File: config.mk
export PLATFORM = sky130hd
export DESIGN_NAME = aabb_penetration_resolver_top
export DESIGN_NICKNAME = d
export VERILOG_FILES = /design/src/rtl/core/aprs_pkg.sv /design/src/rtl/core/aprs_regs.sv /design/src/rtl/core/aprs_axis.sv /design/src/rtl/core/aabb_penetration_resolver_top.sv
export SDC_FILE = /design/constraint.sdc
export NUM_CORES = 2
export LEC_CHECK = 0
export BUFFER_PORTS_ARGS = -buffer_cell sky130_fd_sc_hd__buf_2
export CAP_MARGIN = 0
export CORE_MARGIN = 10
export CORE_UTILIZATION = 63
export DETAILED_ROUTE_END_ITERATION = 6
export PLACE_DENSITY = 0.93
export SETUP_SLACK_MARGIN = 0.5
export SLEW_MARGIN = 5
export SYNTH_ARGS = -nofsm -noshare
export SYNTH_HDL_FRONTEND = slang
export SYNTH_HIERARCHICAL = 1
export SYNTH_SLANG_ARGS = --single-unit
File: constraint.sdc
create_clock -name clk -period 18.65 [get_ports clk]
set_input_delay 3.73 -clock clk [delete_from_list [all_inputs] [get_ports clk]]
set_output_delay 3.73 -clock clk [all_outputs]
set_load 0.02 [all_outputs]
File: src/rtl/core/aprs_pkg.sv
// ----------------------------------------------------------------------------
// aprs_pkg: shared definitions for the AABB penetration resolver
// Item kinds, push axis codes, register indexes and register reset values.
// ----------------------------------------------------------------------------
package aprs_pkg;

	// default coordinate width (signed Q23.8 at 32 bits)
	localparam int DEF_COORD_WIDTH = 32;

	// register file: index field width
	localparam int REG_IDX_W = 3;

	// register indexes
	localparam logic [REG_IDX_W-1:0] REG_BOX_MIN_X = 3'd0;
	localparam logic [REG_IDX_W-1:0] REG_BOX_MIN_Y = 3'd1;
	localparam logic [REG_IDX_W-1:0] REG_BOX_MIN_Z = 3'd2;
	localparam logic [REG_IDX_W-1:0] REG_BOX_MAX_X = 3'd3;
	localparam logic [REG_IDX_W-1:0] REG_BOX_MAX_Y = 3'd4;
	localparam logic [REG_IDX_W-1:0] REG_BOX_MAX_Z = 3'd5;

	// register reset values, Q23.8 (25.0 and 87.5)
	localparam int BOX_MIN_X_RST = -6400;
	localparam int BOX_MIN_Y_RST = -6400;
	localparam int BOX_MIN_Z_RST = -22400;
	localparam int BOX_MAX_X_RST = 6400;
	localparam int BOX_MAX_Y_RST = 6400;
	localparam int BOX_MAX_Z_RST = 22400;

	// input item kinds
	localparam logic KIND_LOAD     = 1'b0;
	localparam logic KIND_OBSTACLE = 1'b1;

	// push axis codes
	localparam logic [1:0] AXIS_NONE = 2'd0;
	localparam logic [1:0] AXIS_X    = 2'd1;
	localparam logic [1:0] AXIS_Y    = 2'd2;
	localparam logic [1:0] AXIS_Z    = 2'd3;

endpackage

File: src/rtl/core/aprs_regs.sv
// ----------------------------------------------------------------------------
// aprs_regs: APB register file for the player box corner offsets
// Six signed offsets, written in the APB access phase (psel and penable), always ready.
// ----------------------------------------------------------------------------
module aprs_regs
	import aprs_pkg::*;
#(
	parameter int W = DEF_COORD_WIDTH
) (
	input  logic                     clk,
	input  logic                     arst_n,
	input  logic                     psel,
	input  logic                     penable,
	input  logic                     pwrite,
	input  logic [(W > 32 ? 6 : 5)-1:0] paddr,
	input  logic [(W > 32 ? 64 : 32)-1:0] pwdata,
	output logic [(W > 32 ? 64 : 32)-1:0] prdata,
	output logic                     pready,
	output logic signed [W-1:0]      box_min_x,
	output logic signed [W-1:0]      box_min_y,
	output logic signed [W-1:0]      box_min_z,
	output logic signed [W-1:0]      box_max_x,
	output logic signed [W-1:0]      box_max_y,
	output logic signed [W-1:0]      box_max_z
);

	localparam int ADDR_SHIFT = (W > 32) ? 3 : 2;
	localparam int ADDR_W     = ADDR_SHIFT + REG_IDX_W;
	localparam int DATA_W     = (W > 32) ? 64 : 32;

	logic [REG_IDX_W-1:0] idx;
	logic                 wr_en;
	logic signed [W-1:0]  wval;
	logic signed [W-1:0]  box_min_x_q, box_min_y_q, box_min_z_q;
	logic signed [W-1:0]  box_max_x_q, box_max_y_q, box_max_z_q;

	assign idx    = paddr[ADDR_W-1:ADDR_SHIFT];
	assign pready = 1'b1;
	assign wr_en  = psel && penable && pwrite && pready;
	assign wval   = pwdata[W-1:0];

	// register writes; unused indexes are dropped
	always_ff @(posedge clk or negedge arst_n) begin
		if (!arst_n) begin
			box_min_x_q <= W'(BOX_MIN_X_RST);
			box_min_y_q <= W'(BOX_MIN_Y_RST);
			box_min_z_q <= W'(BOX_MIN_Z_RST);
			box_max_x_q <= W'(BOX_MAX_X_RST);
			box_max_y_q <= W'(BOX_MAX_Y_RST);
			box_max_z_q <= W'(BOX_MAX_Z_RST);
		end else if (wr_en) begin
			case (idx)
				REG_BOX_MIN_X: box_min_x_q <= wval;
				REG_BOX_MIN_Y: box_min_y_q <= wval;
				REG_BOX_MIN_Z: box_min_z_q <= wval;
				REG_BOX_MAX_X: box_max_x_q <= wval;
				REG_BOX_MAX_Y: box_max_y_q <= wval;
				REG_BOX_MAX_Z: box_max_z_q <= wval;
				default: ;
			endcase
		end
	end

	// read mux, sign-extended to the bus width
	always_comb begin
		case (idx)
			REG_BOX_MIN_X: prdata = DATA_W'(box_min_x_q);
			REG_BOX_MIN_Y: prdata = DATA_W'(box_min_y_q);
			REG_BOX_MIN_Z: prdata = DATA_W'(box_min_z_q);
			REG_BOX_MAX_X: prdata = DATA_W'(box_max_x_q);
			REG_BOX_MAX_Y: prdata = DATA_W'(box_max_y_q);
			REG_BOX_MAX_Z: prdata = DATA_W'(box_max_z_q);
			default:       prdata = '0;
		endcase
	end

	assign box_min_x = box_min_x_q;
	assign box_min_y = box_min_y_q;
	assign box_min_z = box_min_z_q;
	assign box_max_x = box_max_x_q;
	assign box_max_y = box_max_y_q;
	assign box_max_z = box_max_z_q;

endmodule

File: src/rtl/core/aprs_axis.sv
// ----------------------------------------------------------------------------
// aprs_axis: one-axis overlap test and push candidate
// Builds the player extent on one axis, tests separation, picks the smaller
// push and precomputes the pushed coordinate. All adds saturate.
// ----------------------------------------------------------------------------
module aprs_axis
	import aprs_pkg::*;
#(
	parameter int W = DEF_COORD_WIDTH
) (
	input  logic signed [W-1:0] cur,
	input  logic signed [W-1:0] box_min,
	input  logic signed [W-1:0] box_max,
	input  logic signed [W-1:0] obs_min,
	input  logic signed [W-1:0] obs_max,
	output logic                apart,
	output logic        [W-1:0] push_mag,
	output logic signed [W-1:0] pushed
);

	localparam logic signed [W-1:0] SMAX = {1'b0, {(W-1){1'b1}}};
	localparam logic signed [W-1:0] SMIN = {1'b1, {(W-1){1'b0}}};

	function automatic logic signed [W-1:0] sat_add(input logic signed [W-1:0] a,
			input logic signed [W-1:0] b);
		logic [W:0] s;
		s = {a[W-1], a} + {b[W-1], b};
		if (s[W] != s[W-1])
			return s[W] ? SMIN : SMAX;
		return s[W-1:0];
	endfunction

	function automatic logic signed [W-1:0] sat_sub(input logic signed [W-1:0] a,
			input logic signed [W-1:0] b);
		logic [W:0] s;
		s = {a[W-1], a} - {b[W-1], b};
		if (s[W] != s[W-1])
			return s[W] ? SMIN : SMAX;
		return s[W-1:0];
	endfunction

	// exact magnitude; the most negative value maps to 2^(W-1)
	function automatic logic [W-1:0] magn(input logic signed [W-1:0] v);
		return v[W-1] ? (~v + 1'b1) : v;
	endfunction

	logic signed [W-1:0] pmin, pmax;
	logic signed [W-1:0] d_hi, d_lo, d;
	logic        [W-1:0] m_hi, m_lo;

	// player extent and separation test (touching counts as overlap)
	assign pmin  = sat_add(cur, box_min);
	assign pmax  = sat_add(cur, box_max);
	assign apart = (pmax < obs_min) || (obs_max < pmin);

	// candidates; ties go to the obstacle-min side
	assign d_hi = sat_sub(obs_max, pmin);
	assign d_lo = sat_sub(obs_min, pmax);
	assign m_hi = magn(d_hi);
	assign m_lo = magn(d_lo);
	assign d    = (m_hi < m_lo) ? d_hi : d_lo;

	assign push_mag = (m_hi < m_lo) ? m_hi : m_lo;
	assign pushed   = sat_add(cur, d);

endmodule

File: src/rtl/core/aabb_penetration_resolver_top.sv
// ----------------------------------------------------------------------------
// aabb_penetration_resolver_top: actor box versus obstacle box resolver
//
// Input channel (in_valid/in_ready): kind 0 loads start_x/y/z as the actor
// position, kind 1 tests one obstacle box against the player box (position
// plus the configured corner offsets) and applies the smallest push on a
// single axis. Every transaction yields one result transaction on the
// output channel (out_valid/out_ready): pos_x/y/z after the item and
// push_axis (0 none, 1 x, 2 y, 3 z).
// An accepted item waits in the input register until the result slot is
// free, then its result enters the result register and raises out_valid.
// The block takes one item per cycle while the receiver keeps out_ready
// high: the whole test, push pick and saturating add run between those
// registers, and the result register doubles as the position state.
// When the receiver stalls, the result holds and the input register still
// takes one more item; in_ready drops only when both are full. Reset
// clears the position to zero, empties both registers and loads the default
// box offsets (+-25.0 in x and y, +-87.5 in z). The user must write box
// offsets over the APB port only while the block is idle (not enforced).
// ----------------------------------------------------------------------------
module aabb_penetration_resolver_top
	import aprs_pkg::*;
#(
	parameter int COORD_WIDTH = DEF_COORD_WIDTH
) (
	input  logic                           clk,
	input  logic                           arst_n,
	// configuration
	input  logic                           psel,
	input  logic                           penable,
	input  logic                           pwrite,
	input  logic [(COORD_WIDTH > 32 ? 6 : 5)-1:0]   paddr,
	input  logic [(COORD_WIDTH > 32 ? 64 : 32)-1:0] pwdata,
	output logic [(COORD_WIDTH > 32 ? 64 : 32)-1:0] prdata,
	output logic                           pready,
	// input channel
	input  logic                           in_valid,
	output logic                           in_ready,
	input  logic                           kind,
	input  logic signed [COORD_WIDTH-1:0]  start_x,
	input  logic signed [COORD_WIDTH-1:0]  start_y,
	input  logic signed [COORD_WIDTH-1:0]  start_z,
	input  logic signed [COORD_WIDTH-1:0]  obstacle_min_x,
	input  logic signed [COORD_WIDTH-1:0]  obstacle_min_y,
	input  logic signed [COORD_WIDTH-1:0]  obstacle_min_z,
	input  logic signed [COORD_WIDTH-1:0]  obstacle_max_x,
	input  logic signed [COORD_WIDTH-1:0]  obstacle_max_y,
	input  logic signed [COORD_WIDTH-1:0]  obstacle_max_z,
	// output channel
	output logic                           out_valid,
	input  logic                           out_ready,
	output logic signed [COORD_WIDTH-1:0]  pos_x,
	output logic signed [COORD_WIDTH-1:0]  pos_y,
	output logic signed [COORD_WIDTH-1:0]  pos_z,
	output logic [1:0]                     push_axis
);

	localparam int W = COORD_WIDTH;

	logic signed [W-1:0] box_min_x, box_min_y, box_min_z;
	logic signed [W-1:0] box_max_x, box_max_y, box_max_z;

	// input register
	logic                v_s1;
	logic                kind_s1;
	logic signed [W-1:0] start_x_s1, start_y_s1, start_z_s1;
	logic signed [W-1:0] omin_x_s1, omin_y_s1, omin_z_s1;
	logic signed [W-1:0] omax_x_s1, omax_y_s1, omax_z_s1;

	// result register, also the actor position state
	logic                out_valid_q;
	logic signed [W-1:0] cur_x_q, cur_y_q, cur_z_q;
	logic [1:0]          push_axis_q;

	logic                in_fire, adv;
	logic                apart_x, apart_y, apart_z;
	logic [W-1:0]        mag_x, mag_y, mag_z;
	logic signed [W-1:0] pushed_x, pushed_y, pushed_z;
	logic [1:0]          axis_next;

	aprs_regs #(.W(W)) u_regs (
		.clk       (clk),
		.arst_n    (arst_n),
		.psel      (psel),
		.penable   (penable),
		.pwrite    (pwrite),
		.paddr     (paddr),
		.pwdata    (pwdata),
		.prdata    (prdata),
		.pready    (pready),
		.box_min_x (box_min_x),
		.box_min_y (box_min_y),
		.box_min_z (box_min_z),
		.box_max_x (box_max_x),
		.box_max_y (box_max_y),
		.box_max_z (box_max_z)
	);

	// handshake: the input register advances whenever the result slot frees
	assign adv      = v_s1 && (!out_valid_q || out_ready);
	assign in_ready = !v_s1 || !out_valid_q || out_ready;
	assign in_fire  = in_valid && in_ready;

	always_ff @(posedge clk or negedge arst_n) begin
		if (!arst_n) begin
			v_s1 <= 1'b0;
		end else if (in_fire) begin
			v_s1 <= 1'b1;
		end else if (adv) begin
			v_s1 <= 1'b0;
		end
	end

	// input payload capture
	always_ff @(posedge clk) begin
		if (in_fire) begin
			kind_s1    <= kind;
			start_x_s1 <= start_x;
			start_y_s1 <= start_y;
			start_z_s1 <= start_z;
			omin_x_s1  <= obstacle_min_x;
			omin_y_s1  <= obstacle_min_y;
			omin_z_s1  <= obstacle_min_z;
			omax_x_s1  <= obstacle_max_x;
			omax_y_s1  <= obstacle_max_y;
			omax_z_s1  <= obstacle_max_z;
		end
	end

	// per-axis test and candidates
	aprs_axis #(.W(W)) u_axis_x (
		.cur (cur_x_q), .box_min (box_min_x), .box_max (box_max_x),
		.obs_min (omin_x_s1), .obs_max (omax_x_s1),
		.apart (apart_x), .push_mag (mag_x), .pushed (pushed_x)
	);

	aprs_axis #(.W(W)) u_axis_y (
		.cur (cur_y_q), .box_min (box_min_y), .box_max (box_max_y),
		.obs_min (omin_y_s1), .obs_max (omax_y_s1),
		.apart (apart_y), .push_mag (mag_y), .pushed (pushed_y)
	);

	aprs_axis #(.W(W)) u_axis_z (
		.cur (cur_z_q), .box_min (box_min_z), .box_max (box_max_z),
		.obs_min (omin_z_s1), .obs_max (omax_z_s1),
		.apart (apart_z), .push_mag (mag_z), .pushed (pushed_z)
	);

	// smallest push wins, x before y before z on ties
	always_comb begin
		if (kind_s1 == KIND_LOAD || apart_x || apart_y || apart_z)
			axis_next = AXIS_NONE;
		else if (mag_x <= mag_y && mag_x <= mag_z)
			axis_next = AXIS_X;
		else if (mag_y <= mag_x && mag_y <= mag_z)
			axis_next = AXIS_Y;
		else
			axis_next = AXIS_Z;
	end

	// result register and position state
	always_ff @(posedge clk or negedge arst_n) begin
		if (!arst_n) begin
			out_valid_q <= 1'b0;
			cur_x_q     <= '0;
			cur_y_q     <= '0;
			cur_z_q     <= '0;
			push_axis_q <= AXIS_NONE;
		end else begin
			if (adv) begin
				out_valid_q <= 1'b1;
				push_axis_q <= axis_next;
				if (kind_s1 == KIND_LOAD) begin
					cur_x_q <= start_x_s1;
					cur_y_q <= start_y_s1;
					cur_z_q <= start_z_s1;
				end else begin
					case (axis_next)
						AXIS_X:  cur_x_q <= pushed_x;
						AXIS_Y:  cur_y_q <= pushed_y;
						AXIS_Z:  cur_z_q <= pushed_z;
						default: ;
					endcase
				end
			end else if (out_ready) begin
				out_valid_q <= 1'b0;
			end
		end
	end

	assign out_valid = out_valid_q;
	assign pos_x     = cur_x_q;
	assign pos_y     = cur_y_q;
	assign pos_z     = cur_z_q;
	assign push_axis = push_axis_q;

	// a load never reports a push
	a_load_no_push: assert property (@(posedge clk) disable iff (!arst_n)
		(adv && kind_s1 == KIND_LOAD) |=> (push_axis == AXIS_NONE))
		else $error("load transaction reported a push");

	// a load takes the start position as given
	a_load_pos: assert property (@(posedge clk) disable iff (!arst_n)
		(adv && kind_s1 == KIND_LOAD) |=>
		(pos_x == $past(start_x_s1) && pos_y == $past(start_y_s1) &&
		 pos_z == $past(start_z_s1)))
		else $error("load transaction position mismatch");

	// no overlap leaves the position alone
	a_no_push_hold: assert property (@(posedge clk) disable iff (!arst_n)
		(adv && kind_s1 == KIND_OBSTACLE && axis_next == AXIS_NONE) |=>
		($stable(cur_x_q) && $stable(cur_y_q) && $stable(cur_z_q)))
		else $error("position moved without a push");

	// an obstacle moves at most one coordinate
	a_one_axis: assert property (@(posedge clk) disable iff (!arst_n)
		(adv && kind_s1 == KIND_OBSTACLE) |=>
		($countones({cur_x_q != $past(cur_x_q), cur_y_q != $past(cur_y_q),
			cur_z_q != $past(cur_z_q)}) <= 1))
		else $error("obstacle pushed more than one axis");

	// state only changes when an item moves into the result slot
	a_state_on_adv: assert property (@(posedge clk) disable iff (!arst_n)
		!adv |=> ($stable(cur_x_q) && $stable(cur_y_q) && $stable(cur_z_q)))
		else $error("position changed without a transaction");

endmodule
### Yosys cells after proc, flatten, opt, wreduce, memory -nomap -nowiden

Cells that the tools add are included.

* bits in read-only memories: 0
* register bits: 581
* word-level logic and storage cells: 204
* input bits: 333
* bits in latches: 0
* output and inout bits: 133
* memory bits (writable): 0
* memories: 0

* reductions and logical operators: 29
* mux-type cells: 86
* div/mod/pow operators: 0
* bitwise gates (word level): 7
* equal/unequal tests: 26
* $mul: 0
* shift-type cells: 0
* $add $sub $neg: 21
* $lt $le $gt $ge: 13

Operators by type and width (number)
* two-way mux 32 bit: 63
* adder 32 x 32 -> 33 bit: 9
* less-than comparator 32 bit: 9
* subtractor 32 x 32 -> 33 bit: 6
* adder 32 x 1 -> 32 bit, second input constant: 6
* NOT 32 bit: 6
* case mux 32 bit (6 select lines): 1
* less-or-equal comparator 32 bit: 4
* two-way mux 1 bit: 20
* AND reduction 2 bit: 9
* != test 1 bit: 15
* logical OR 1 bit: 9
* equality test 3 x 2 -> 1 bit, second input constant: 2
* equality test 3 bit, second input constant: 2
* logical AND 1 bit: 6
* != test 2 x 1 -> 1 bit, second input constant: 3
* equality test 2 bit, second input constant: 2
* two-way mux 2 bit: 2
* nonzero test 2 bit: 2
* equality test 3 x 1 -> 1 bit, second input constant: 1
* zero test 3 bit: 1
* equality test 2 x 1 -> 1 bit, second input constant: 1
* zero test 1 bit: 2
* NOT 1 bit: 1

### Logic depth before layout (Yosys ltp)

* depth after elaboration: 21
* depth in mapped cells: 77

### Hierarchy

The synthesis kept the hierarchy.

By module, submodules not included
* aabb_penetration_resolver_top: cells each 1121, instances 1, sequential area each 11180.7 um^2, area each 16832.4 um^2
* aprs_axis (u_axis_x): cells each 2070, instances 1, sequential area each 0.0 um^2, area each 13875.8 um^2
* aprs_axis (u_axis_y): cells each 2048, instances 1, sequential area each 0.0 um^2, area each 13783.2 um^2
* aprs_axis (u_axis_z): cells each 2089, instances 1, sequential area each 0.0 um^2, area each 13748.2 um^2
* aprs_regs: cells each 630, instances 1, sequential area each 4899.7 um^2, area each 9019.9 um^2

### Least setup slack after synthesis

Ideal clock, no wire load.

* path type: register to register
* start point: register cur_y_q[1] (netlist: pos_y[1])
* end point: register cur_y_q[24] (netlist: pos_y[24])
* clock period less this slack: 15.287 ns
* buffers on the path: 9
* arrival: 15.160 ns
* required time: 18.522 ns
* setup slack: 3.363 ns
* setup time: 0.128 ns
* stages on the path, launching flop included: 75
* path through: dfrtp_1 -> inv_1 -> fa_1 -> nor2b_1 -> o21ai_0 -> a21boi_0 -> o21ai_0 -> a21boi_0 -> o21ai_0 -> a211oi_1 -> o21a_1 -> o211a_1 -> o311ai_1 -> nand3_1 -> nand2b_1 -> ha_1 -> a311oi_1 -> clkbuf_1 -> [39 not listed] -> buf_2 -> a21oi_1 -> ha_1 -> and3_1 -> a31oi_1 -> o21ai_0 -> a221o_1 -> a21o_1 -> a32oi_1 -> a211oi_1 -> o31a_1 -> a2111oi_0 -> a21oi_1 -> nor2_1 -> clkbuf_1 -> o21ai_0 -> mux2_2 -> mux2_1

* elaborated cells between the ends (all ways): 57
* those cells by class: add/sub: 7; order compare: 6; eq/ne: 7; mux: 29; bitwise: 2; reduce/logical: 6

RTL lines
* start, declared: line aabb_penetration_resolver_top.sv:72 `logic signed [W-1:0] cur_x_q, cur_y_q, cur_z_q;`
* start signal, assigned: line aabb_penetration_resolver_top.sv:175 `cur_y_q <= start_y_s1;`
* start signal, assigned: line aabb_penetration_resolver_top.sv:180 `AXIS_Y: cur_y_q <= pushed_y;`
* adder 32 x 32 -> 33 bit: line aprs_axis.sv:27 `s = {a[W-1], a} + {b[W-1], b};`
* two-way mux 32 bit / != test 1 bit (equally long branches): line aprs_axis.sv:29, aprs_axis.sv:28
* two-way mux 32 bit / two-way mux 1 bit (equally long branches): line aprs_axis.sv:28 `if (s[W] != s[W-1])`
* two-way mux 32 bit: line aprs_axis.sv:30 `return s[W-1:0];`
* subtractor 32 x 32 -> 33 bit: line aprs_axis.sv:36 `s = {a[W-1], a} - {b[W-1], b};`
* two-way mux 32 bit / != test 1 bit (equally long branches): line aprs_axis.sv:38, aprs_axis.sv:37
* two-way mux 32 bit / two-way mux 1 bit (equally long branches): line aprs_axis.sv:37 `if (s[W] != s[W-1])`
* two-way mux 32 bit: line aprs_axis.sv:39 `return s[W-1:0];`
* [4 not listed]
* two-way mux 32 bit: line aprs_axis.sv:61 `assign d = (m_hi < m_lo) ? d_hi : d_lo;`
* adder 32 x 32 -> 33 bit *: line aprs_axis.sv:27
* two-way mux 32 bit / != test 1 bit (equally long branches): line aprs_axis.sv:29, aprs_axis.sv:28
* two-way mux 32 bit / two-way mux 1 bit (equally long branches): line aprs_axis.sv:28
* two-way mux 32 bit *: line aprs_axis.sv:30
* via pushed_y[24]: line aabb_penetration_resolver_top.sv:78 `logic signed [W-1:0] pushed_x, pushed_y, pushed_z;`
* two-way mux 32 bit *: line aabb_penetration_resolver_top.sv:178 `case (axis_next)`
* two-way mux 32 bit *: line aabb_penetration_resolver_top.sv:173 `if (kind_s1 == KIND_LOAD) begin`

Mark *: on every way through the listed nets, which the timed path passes. The rest lies on a longest branch. The select of a mux whose other input is x is not followed.
A chain may end at the register's enable or synchronous reset.

### Worst setup path in the final report

* start point: register cur_x_q[0] (netlist: pos_x[0])
* end point: register cur_x_q[7] (netlist: pos_x[7])

* elaborated cells between the ends (all ways): 58
* those cells by class: add/sub: 7; order compare: 6; eq/ne: 7; mux: 29; bitwise: 2; reduce/logical: 7

RTL lines
* start, declared: line aabb_penetration_resolver_top.sv:72
* start signal, assigned: line aabb_penetration_resolver_top.sv:174 `cur_x_q <= start_x_s1;`
* start signal, assigned: line aabb_penetration_resolver_top.sv:179 `AXIS_X: cur_x_q <= pushed_x;`
* adder 32 x 32 -> 33 bit: line aprs_axis.sv:27
* two-way mux 32 bit / != test 1 bit (equally long branches): line aprs_axis.sv:29, aprs_axis.sv:28
* two-way mux 32 bit / two-way mux 1 bit (equally long branches): line aprs_axis.sv:28
* two-way mux 32 bit: line aprs_axis.sv:30
* subtractor 32 x 32 -> 33 bit: line aprs_axis.sv:36
* two-way mux 32 bit / != test 1 bit (equally long branches): line aprs_axis.sv:38, aprs_axis.sv:37
* two-way mux 32 bit / two-way mux 1 bit (equally long branches): line aprs_axis.sv:37
* two-way mux 32 bit: line aprs_axis.sv:39
* [4 not listed]
* two-way mux 32 bit: line aprs_axis.sv:61
* adder 32 x 32 -> 33 bit *: line aprs_axis.sv:27
* two-way mux 32 bit / != test 1 bit (equally long branches): line aprs_axis.sv:29, aprs_axis.sv:28
* two-way mux 32 bit / two-way mux 1 bit (equally long branches): line aprs_axis.sv:28
* two-way mux 32 bit *: line aprs_axis.sv:30
* via pushed_x[7]: line aabb_penetration_resolver_top.sv:78
* two-way mux 32 bit *: line aabb_penetration_resolver_top.sv:178
* two-way mux 32 bit *: line aabb_penetration_resolver_top.sv:173

Marks and branches as above.

==> impl_metrics.tcl <==
set metrics [dict create \
    clk_path_buf_depth 3 \
    cp_max_fo 44 \
    h-tree-depth 3 \
    root_buffer "clkbuf_16" \
    coreArea_um2 105700 \
    use_met1_pct 56.96 \
    pre_cts_slack_ns 1.086 \
    viasPerCell 7.304 \
    grt_pass1_vias 64869 \
    period_needed_ns 17.79 \
    setup_ws_ns 0.8633 \
    gr-usage-met2_pct 65.73 \
    syn_area_um2 67260 \
    via_count 71424 \
    maxCapViolations 0 \
    grt.met3_usage_pct 17.18 \
    syn_inst 7958 \
    drc_errors 11 \
    rows 119 \
    yosys_most_used_dff "edfxtp_1" \
    setup_viol 0 \
    seq_area_um2 16080 \
    ys_ff_latch 581 \
    status "finished with violations" \
    ant_nets 0 \
    critical_path_arrival_ns 18.34 \
    synthArstFlopShare_pct 50.26 \
    numCtsBuffers 66 \
    place_congestion 1.127 \
    cpMostUsedCell "a21oi_1" \
    violations "design-rule violations" \
    cp_slowest_stage_delay_ns 0.58 \
    critPathKind "reg -> reg" \
    syn_nets 8990 \
    hp-class "reg -> reg" \
    drv_slew 0 \
    layout-drive-gt1-share_pct 16.73 \
    antenna_found_initial 47 \
    startpoint_type "flop" \
    clk_latency_ns 0.68 \
    area_growth_syn_to_layout_pct 9.504 \
    synth_edf_count 289 \
    start_util_pct 63.62 \
    first_pass_iters 7 \
    die_w_um 346.7 \
    worstMarginPinSlew_ns 1.288 \
    cts_tree "yes" \
    hold_viol_final 0 \
    drtIter0Drc 11977 \
    clock_sinks 581 \
    cpMaxStageDelayCell "nor4_1" \
    fp.dieH_um 346.7 \
    grt_first_pass_wirelength_um 423200 \
    port_buffers 462 \
    top_usage_layer "met2" \
    dieArea_um2 120200 \
    fin_util_pct 69.67 \
    worstSetupEndpointType "flop" \
    maxSlewHeadroom_pct 14.12 \
    nets 9330 \
    routedWlPerCell_um 30.27 \
    tns_ns 0 \
    clkTransAtPathRegs_ns 0.06 \
    finalCritPeriodShare_pct 95.37 \
    skew_ns 0.02837 \
    synth-seq-area-share_pct 23.91 \
    synth_cell_types 139 \
    grt-ovfl-total 0 \
    ys_warn_count 6 \
    hpwl_um 233900 \
    design.portCount 466 \
    grt_max_degree 108 \
    grtUsageTotal_pct 46.27 \
    multiInputGateArea_um2 48680 \
    rsz0062_at_grt "no" \
    fillers 8325 \
    ctsHoldBuffers 0 \
    crit_required_ns 19.20 \
    wl_um 296000 \
    max_freq_ghz 0.05622 \
    syn_area_per_cell_um2 8.452 \
]
[routing by layer]
layer	wire length (um)	vias to the layer above
li1	-	30915
met1	108000	33549
met2	118800	5707
met3	42500	1217
met4	26450	36
met5	260	-
[logic make-up (layout without fill, tap and decap cells)]
family	count (synthesis)	after routing	share of synthesized area (%)
xor+xnor	447	447	5.821
simple gates	2182	2182	16.41
buf+inv	652	1046	4.020
compound gates	2830	2830	27.47
mux	520	520	8.511
other cells	1	37	0.005575
flops	581	581	23.91
fa+ha+maj	745	745	13.86
[synthesized netlist by cell type, types with 49 or more instances]
cell type,number,share of area (%)
a211oi_1,96,1.1
a21o_1,317,3.5
a21oi_1,806,6.0
a31oi_1,157,1.5
and2_1,135,1.3
and3_1,65,0.60
buf_2,49,0.36
clkbuf_1,271,1.5
dfrtp_1,216,8.0
dfstp_2,76,3.0
edfxtp_1,289,13
ha_1,684,13
inv_1,277,1.5
mux2_2,371,6.2
mux2i_1,108,1.6
nand2_1,556,3.1
nand2b_1,72,0.67
nand3_1,182,1.4
nand4_1,97,0.90
nor2_1,534,3.0
nor2b_1,84,0.78
nor3_1,150,1.1
o211ai_1,79,0.88
o21a_1,105,1.2
o21ai_0,577,4.3
o21bai_1,55,0.61
o31ai_1,56,0.63
or3_1,70,0.65
xnor2_1,271,3.5
xor2_1,176,2.3
[final cells by class]
cell class              instances  area share, %
repair buffers                643          5.159
diodes                         36         0.1223
flip-flops and latches        581          21.84
inverters                     281          1.437
clock inverters                29         0.4587
clock buffers                  93          2.524
multi-input cells            6725          66.10
well taps                    1391          2.363
[cell usage in the layout (no fill, tap or decap), types with 149 or more instances in the layout]
cell	n
a21o_1	317
a21oi_1	800
a31oi_1	156
buf_2	460
buf_4	172
dfrtp_1	213
edfxtp_1	289
ha_1	684
inv_1	277
mux2_2	371
nand2_1	556
nand3_1	182
nor2_1	530
nor3_1	149
o21ai_0	574
xnor2_1	271
xor2_1	176
[per-stage QoR]
| step | hold slack [ns] | cell area (um^2) | std cells |
|---|---|---|---|
| global route | 0.5496 | 73590 | 9753 |
| floorplan | 0.4572 | 67260 | 7958 |
| CTS | 0.5438 | 73360 | 9736 |
| finish | 0.5441 | 73650 | 9779 |
| detailed placement | 0.4899 | 71160 | 9614 |
| global placement | 0.4691 | 71160 | 9614 |
[worst paths after layout]
kind,from,endpoint,slack [ns],cells after the start
max,pos_x[0],pos_x[7],0.86,63
min,push_axis[0],push_axis[0],0.54,1
max reg2reg,pos_x[0],pos_x[7],0.86,63
min reg2reg,push_axis[0],push_axis[0],0.54,1
max in group asynchronous,arst_n,pos_y[1],12.33,4
min in group asynchronous,arst_n,pos_z[15],3.15,1
[worst max-delay path, delay by kind of cell (launching register included)]
family	cells	cell delay, ns
buf+inv	6	1.70
compound gates	34	8.77
simple gates	12	3.05
fa+ha+maj	7	2.53
xor+xnor	1	0.12
flops	1	0.53
mux	3	0.90
[timing repair]
item | CTS | global route
endpoints found under the setup margin | 0 | 96
buffers inserted | 0 | 7
endpoints found under the hold margin | 0 | 0
gates resized for setup | 0 | 31
Power is not shown: default switching activity piles up to over one toggle a cycle in this logic, so the estimate is an artifact.
